**src/hw/rtl/mbrb_pkg.sv**
```systemverilog
// shared types, codes and defaults of the multichannel byte ring buffer
package mbrb_pkg;

    localparam int CHANNELS_DEFAULT = 8;
    localparam int RX_DEPTH_DEFAULT = 256;
    localparam int TX_DEPTH_DEFAULT = 256;

    localparam int CHAN_W      = 3;
    localparam int BYTE_W      = 8;
    localparam int COUNT_W     = 8;
    localparam int QUEUE_DEPTH = 2;

    localparam logic DIR_RX = 1'b0;
    localparam logic DIR_TX = 1'b1;

    typedef enum logic [1:0] {
        MODE_PUT    = 2'd0,
        MODE_GET    = 2'd1,
        MODE_REWIND = 2'd2,
        MODE_STATUS = 2'd3
    } mode_t;

    // decoded operation handed from front end to back end
    typedef enum logic [2:0] {
        OP_PUT,
        OP_GET,
        OP_REWIND,
        OP_STATUS,
        OP_REFUSE,
        OP_BAD_CHAN
    } op_t;

    typedef struct packed {
        mode_t               mode;
        logic [CHAN_W-1:0]   channel;
        logic                direction;
        logic [BYTE_W-1:0]   data_in;
        logic [BYTE_W-1:0]   rewind_count;
    } req_t;

    typedef struct packed {
        logic [BYTE_W-1:0]   data_out;
        logic                ok;
        logic [COUNT_W-1:0]  used_count;
        logic [COUNT_W-1:0]  free_count;
    } rsp_t;

    typedef struct packed {
        op_t                 op;
        logic [CHAN_W-1:0]   channel;
        logic                direction;
        logic [BYTE_W-1:0]   data_in;
        logic [BYTE_W-1:0]   rewind_count;
    } cmd_t;

    typedef struct packed {
        logic [COUNT_W-1:0]  used_count;
        logic [COUNT_W-1:0]  free_count;
    } ring_stat_t;

endpackage

```
**src/hw/rtl/mbrb_cmd_queue.sv**
```systemverilog
// short command queue between front end and back end
module mbrb_cmd_queue (
    input  logic            clk,
    input  logic            rst_n,
    input  logic            push,
    input  mbrb_pkg::cmd_t  push_cmd,
    output logic            full,
    input  logic            pop,
    output logic            head_valid,
    output mbrb_pkg::cmd_t  head_cmd
);
    import mbrb_pkg::*;

    localparam int AW = (QUEUE_DEPTH > 1) ? $clog2(QUEUE_DEPTH) : 1;
    localparam int CW = $clog2(QUEUE_DEPTH + 1);
    localparam logic [AW-1:0] LAST = AW'(QUEUE_DEPTH - 1);

    cmd_t          entry_reg [QUEUE_DEPTH];
    logic [AW-1:0] wr_ptr_reg, wr_ptr_next;
    logic [AW-1:0] rd_ptr_reg, rd_ptr_next;
    logic [CW-1:0] count_reg, count_next;

    always_comb
    begin
        full        = (count_reg == CW'(QUEUE_DEPTH));
        head_valid  = (count_reg != '0);
        head_cmd    = entry_reg[rd_ptr_reg];
        wr_ptr_next = wr_ptr_reg;
        rd_ptr_next = rd_ptr_reg;
        count_next  = count_reg;
        if (push)
        begin
            wr_ptr_next = (wr_ptr_reg == LAST) ? '0 : wr_ptr_reg + 1'b1;
        end
        if (pop)
        begin
            rd_ptr_next = (rd_ptr_reg == LAST) ? '0 : rd_ptr_reg + 1'b1;
        end
        if (push && !pop)
        begin
            count_next = count_reg + 1'b1;
        end
        else if (pop && !push)
        begin
            count_next = count_reg - 1'b1;
        end
    end

    always_ff @(posedge clk or negedge rst_n)
    begin
        if (!rst_n)
        begin
            wr_ptr_reg <= '0;
            rd_ptr_reg <= '0;
            count_reg  <= '0;
        end
        else
        begin
            wr_ptr_reg <= wr_ptr_next;
            rd_ptr_reg <= rd_ptr_next;
            count_reg  <= count_next;
        end
    end

    always_ff @(posedge clk)
    begin
        if (push)
        begin
            entry_reg[wr_ptr_reg] <= push_cmd;
        end
    end
endmodule

```
**config.mk**
```make
export PLATFORM = sky130hd
export DESIGN_NAME = mbrb_cmd_queue
export DESIGN_NICKNAME = d
export VERILOG_FILES = /design/src/hw/rtl/mbrb_pkg.sv /design/src/hw/rtl/mbrb_cmd_queue.sv
export SDC_FILE = /design/constraint.sdc
export NUM_CORES = 1
export LEC_CHECK = 0
export BUFFER_PORTS_ARGS = -buffer_cell sky130_fd_sc_hd__buf_2
export CORE_MARGIN = 2
export CORE_UTILIZATION = 46
export CTS_CLUSTER_DIAMETER = 120
export DETAILED_ROUTE_END_ITERATION = 10
export PLACE_DENSITY = 0.77
export SLEW_MARGIN = 10
export SYNTH_ARGS = -nofsm -noshare
export SYNTH_HDL_FRONTEND = slang
export SYNTH_SLANG_ARGS = --single-unit
```
**constraint.sdc**
```tcl
create_clock -name clk -period 1.9 [get_ports clk]
set_input_delay 0.285 -clock clk [delete_from_list [all_inputs] [get_ports clk]]
set_output_delay 0.285 -clock clk [all_outputs]
set_load 0.02 [all_outputs]
```
==> results.txt, run 1 <==
Via count - 975
Number of synthesized flops with an enable pin - 46
Hold Slack - 0.1746 ns
# nets final - 178
Met2 wire length - 1607 µm
# Max-Cap Violations - 0
Ranking of synthesized cells by area - edfxtp_1 71%, mux2_4 15%, dfrtp_1 5.1%
Total power - 3.564 mW
CTS tree - yes
Max-slew violations - 0
Final Skew - 0.002455 ns
Clock Sinks - 50
DRC marker count from the first detailed-route iteration - 39
DPL Wire Length - 2184 µm
Routed WL - 3092 µm
Final Hold Viols - 0
Reg clk slew, reported paths - 0.08 ns
Clock Latency Late Sink - 0.29 ns
Worst EP required - 1.62 ns
Die Footprint - 4780 µm²
CTS buffer count - 5
Worst IR Drop VDD - 0.6812 mV
Core ar. - 4029 µm²
Share of the synthesized area in the top cell type - 70.77%
Avg Cell Area, Syn - 22.18 µm²
Worst setup EP type - output port
Crit path time final - 1.776 ns
First-pass GRT wire length - 4933 µm
Top Metal Used - met4
Max reg flops - 46
Cell type contributing the most total cell area after synthesis - edfxtp_1
Slew HR - 81.12%
Lkg Pwr - 0.9840 nW
Slew @ Worst Pin - 0.2832 ns
Power Density - 1496 nW/µm²
Synthesized netlist cell count - 88
CP Class - register to output port
Die X - 69.14 µm
Post-DR vias/cell - 4.851
Placed Cells - 192
R2R setup slack - 0.82 ns
Clock Tree Buf Depth - 2
TritonRoute pass-1 iters - 4
Port Buffers - 51
Clock Tree Root - clkbuf_8
Die H - 69.14 µm
RSZ-0062 raised after global routing - no
Most common cell in the synthesized netlist - edfxtp_1
Max FO, Critical Path - 16
M1 WL - 1266 µm
Share of cells above drive strength 1 - 58.28%
Place WS - 0.4505 ns
Async S/R FF share, synth - 8.000%
Tot GR Track Use - 13.59%
FP Rows - 23
Post-synthesis cell area - 1952 µm²
Worst endpoint data arrival time - 1.49 ns
WL/cell - 15.38 µm
Setup Buffers After CTS - 0
Vias in the first global route - 1,027
# setup viols final - 0
Yosys reg bits - 50
Fin crit share - 93.47%
Synth unique cells - 14
Sequential area share after synthesis - 75.90%
Status - completed
F_max - 563.1 MHz
Syn-to-layout area delta - 22.05%
Antenna-violating nets left - 0
Post-synth net total - 116
H-tree depth - 2
Post-synth top flop - edfxtp_1
Setup TNS - 0 ns
RePlAce Congestion - 0.6838
Routed wl met3 - 186 µm
Largest net degree at the start of global routing - 17
Overflow after GRT - 0
Remaining DRCs - 0
Final Instance Count excl. Fillers - 201
Crit start category - register
Initial Util - 48.45%
Worst hold path class - input pin to register
Synthesis Warnings - 0
Io pins - 52
Setup WS post-layout - 0.1240 ns
Post-synth top cells - 46 x edfxtp_1, 19 x mux2_4, 4 x dfrtp_1, 4 x mux2_2, 4 x xor2_1
Initial antenna violation count - 0
Ant diodes - 0
power by group:
group	leakage [nW]	switching, mW	internal, mW	total, mW
Clock	0.0528	0.309	0.388	0.697
Combinational	0.453	0.709	0.601	1.31
Sequential	0.478	0.0880	1.47	1.56
cell type report:
cell class	count	area, µm²
sequential	50	1481
timing repair buffer	58	310.3
clock inverter	2	33.78
multi-input combinational	34	417.9
tap	50	62.56
fill	327	1647
inverter	1	3.754
clock buffer	6	72.57
kinds of logic after synthesis:
group | Yosys count | share of synthesized area (%)
flip-flops | 50 | 75.90
multiplexers | 23 | 16.92
XOR/XNOR | 5 | 2.243
AND/OR/NAND/NOR | 5 | 1.474
buffers and inverters | 4 | 2.820
adder cells (fa/ha/maj) | 1 | 0.6409
layout by cell type, fill, tap and decap left out:
cell,n
xor2_1,4
mux2_4,19
nor2b_1,1
clkinv_1,1
buf_4,6
buf_2,51
or2_2,1
and2_1,1
dlygate4sd3_1,1
mux2_2,4
xnor2_1,1
edfxtp_1,46
inv_1,1
clkbuf_1,1
nor2_1,1
bufinv_16,1
clkbuf_8,5
nor2b_2,1
dfrtp_1,4
ha_1,1
timing repair:
action,4_1_cts,5_1_grt
endpoints found under the hold margin,4,0
hold buffers,1,0
resized for setup,0,0
path summary, 6_finish.rpt:
| check | start | endpoint | cells past startpoint |
|---|---|---|---|
| max reg2reg | wr_ptr_reg | entry_reg[1][14] | 2 |
| max | rd_ptr_reg | head_cmd[2] | 3 |
| min reg2reg | count_reg[1] | count_reg[1] | 1 |
| max in group asynchronous | rst_n | wr_ptr_reg | 2 |
| min in group asynchronous | rst_n | rd_ptr_reg | 2 |
| min | push_cmd[3] | entry_reg[0][3] | 1 |
metal layers:
metal / global-route usage [%] / up-vias
met2: 23.08 / 41
met4: 3.922 / 0
met1: 16.44 / 477
met5: 0 / -
met3: 4.678 / 3
li1: - / 454
metrics by stage:
stage / cell area, µm² / utilization (%)
2_1_floorplan: 1952 / -
3_3_place_gp: 2266 / 56.24
3_5_place_dp: 2266 / 56.24
4_1_cts: 2382 / 59.13
5_1_grt: 2382 / 59.13
6_report: 2382 / 59.13
critical path, cell delays in order, from the launching register on:
cell,delay [ns]
dfrtp_1,0.36
buf_4,0.29
mux2_2,0.38
buf_2,0.16
(Power assumes the default switching activity.)
==> run 2: changes to the inputs <==
--- a/config.mk
+++ b/config.mk
@@ -6,8 +6,10 @@
 export NUM_CORES = 1
 export LEC_CHECK = 0
 export BUFFER_PORTS_ARGS = -buffer_cell sky130_fd_sc_hd__buf_2
+export CELL_PAD_IN_SITES_DETAIL_PLACEMENT = 1
+export CELL_PAD_IN_SITES_GLOBAL_PLACEMENT = 1
 export CORE_MARGIN = 2
-export CORE_UTILIZATION = 46
+export CORE_UTILIZATION = 39
 export CTS_CLUSTER_DIAMETER = 120
 export DETAILED_ROUTE_END_ITERATION = 10
 export PLACE_DENSITY = 0.77
==> run 2 against run 1 <==
Compared with the run above: via count down 3.0%; clock power down 19%; maximum frequency is 1.3% lower; power fell by 3.9%; clock skew increased by 0.0024 ns; wire length is 2.7% higher; final area down 0.10%; critical path type unchanged; critical endpoint is now head_cmd[4].
==> results.txt, run 2 (same netlist as run 1, synthesis figures left out) <==
Worst hold path class - input pin to register
Vias in the first global route - 993 (-3.3%)
Clock Tree Buf Depth - 2 (unchanged)
WL/cell - 14.57 µm (-5.3%)
Power Density - 1439 nW/µm² (-3.8%)
Crit path time final - 1.800 ns (+0.02399 ns)
Lkg Pwr - 0.9728 nW (-1.1%)
Die H - 74.75 µm (+8.1%)
Worst endpoint data arrival time - 1.51 ns (+0.02 ns)
Design area - 2380 µm² (-0.10%)
# Max-Cap Violations - 0 (unchanged)
Status - completed
Antenna-violating nets left - 0 (unchanged)
Fin crit share - 94.73% (+1.3 points)
Hold path start - push_cmd[19]
Initial Util - 40.78% (-7.7 points)
Max-slew violations - 0 (unchanged)
Clock Tree Root - clkbuf_8
Reg clk slew, reported paths - 0.08 ns (about the same)
CTS tree - yes
Leading cell type in the layout, fill and taps excluded - buf_2
RSZ-0062 raised after global routing - no
Crit start category - register
Fillcell total - 474 (+45%)
Max reg flops - 46 (unchanged)
Final Skew - 0.004883 ns (+0.002427 ns)
CTS buffer count - 5 (unchanged)
Overflow after GRT - 0 (unchanged)
Setup TNS - 0 ns (unchanged)
Max FO, Critical Path - 11 (-5)
Hold path cells - 1 (unchanged)
R2R setup slack - 0.59 ns (-0.23 ns)
Largest net degree at the start of global routing - 15 (-2)
FP Rows - 25 (+8.7%)
Ant diodes - 0 (unchanged)
Worst IR Drop VDD - 0.5961 mV (-12%)
H-tree depth - 2 (unchanged)
Syn-to-layout area delta - 21.92%
Core ar. - 4786 µm² (+19%)
Post-DR vias/cell - 4.339 (-11%)
Remaining DRCs - 0 (unchanged)
Slew @ Worst Pin - 0.3597 ns (+0.07651 ns)
TritonRoute pass-1 iters - 4 (unchanged)
F_max - 555.6 MHz (-1.3%)
RR Endpoint - entry_reg[0][16]
RR Startpoint - wr_ptr_reg
Setup Buffers After CTS - 0 (unchanged)
# nets final - 178 (unchanged)
Initial antenna violation count - 0 (unchanged)
Worst EP required - 1.62 ns (about the same)
Clock Sinks - 50 (unchanged)
DPL Wire Length - 2457 µm (+12%)
Slew HR - 75.91% (-5.2 points)
CP Class - register to output port
Share of cells above drive strength 1 - 58.94% (+0.66 points)
RePlAce Congestion - 0.6337 (-7.3%)
Io pins - 52 (unchanged)
Die X - 74.75 µm (+8.1%)
Die Footprint - 5587 µm² (+17%)
Worst setup EP type - output port
Hold Path End - entry_reg[0][19]
Reg2Reg Depth - 2 (unchanged)
Port Buffers - 51 (unchanged)
# setup viols final - 0 (unchanged)
Final Hold Viols - 0 (unchanged)
Placed cell area - 2287 µm² (+0.94%)
Most frequent cells in the layout - 51 x buf_2, 46 x edfxtp_1, 19 x mux2_4, 6 x buf_4, 5 x clkbuf_8
Clock Latency Late Sink - 0.29 ns (about the same)
DRC marker count from the first detailed-route iteration - 26 (-33%)
First-pass GRT wire length - 4892 µm (-0.83%)
Via count - 946 (-3.0%)
Tot GR Track Use - 12.40% (-1.2 points)
Routed WL - 3177 µm (+2.7%)
## run 2: layout make-up
cell class	count	area (µm²)	area share (%)
inverter	1	3.754	0.1577
multi-input combinational	34	417.9	17.56
timing repair buffer	58	310.3	13.04
clock inverter	2	8.758	0.3680
tap	67	83.83	3.523
sequential	50	1483	62.30
clock buffer	6	72.57	3.049
## run 2: metal layers
metal / part of all wire, % / track usage [%]
met1: 40 / 14.24
met3: 7.5 / 5.489
met5: 0 / 0
met2: 52 / 21.14
met4: 0.85 / 3.571
## run 2: repair_timing
action / CTS / global route
setup endpoints to repair: 7 / 0
resized for setup: 1 / 0
hold endpoints to repair: 4 / 0
hold buffers: 1 / 0
## run 2: power by group
| part | switching [mW] | total, mW | internal, mW |
|---|---|---|---|
| combinational | 0.682 | 1.28 | 0.599 |
| clock | 0.309 | 0.563 | 0.253 |
| sequential | 0.109 | 1.58 | 1.47 |
## run 2: how the worst max path moves through the flow
stage	startpoint	slack, ns	end	cells past startpoint
global placement	rd_ptr_reg	0.37	head_cmd[4]	3
floorplan	wr_ptr_reg	0.05	entry_reg[0][0]	1
global route	rd_ptr_reg	0.04	head_cmd[4]	3
CTS	rd_ptr_reg	0.08	head_cmd[4]	3
detailed placement	rd_ptr_reg	0.32	head_cmd[4]	3
finish	rd_ptr_reg	0.10	head_cmd[4]	3
## run 2: critical path, cell delays in order (launching register included)
cell,delay [ns]
dfrtp_2,0.46
buf_4,0.27
mux2_4,0.33
buf_2,0.16
## run 2: stage by stage
step	cells	utilization, %	power (mW)	setup WS, ns	hold WS (ns)
floorplan	88	-	2.604	0.04812	-0.01059
global placement	209	47.79	2.864	0.3680	0.09472
detailed placement	209	47.79	2.916	0.3207	0.09927
CTS	218	49.73	3.485	0.08207	0.1626
global route	218	49.73	3.624	0.04454	0.1503
finish	218	49.73	3.424	0.1000	0.1738
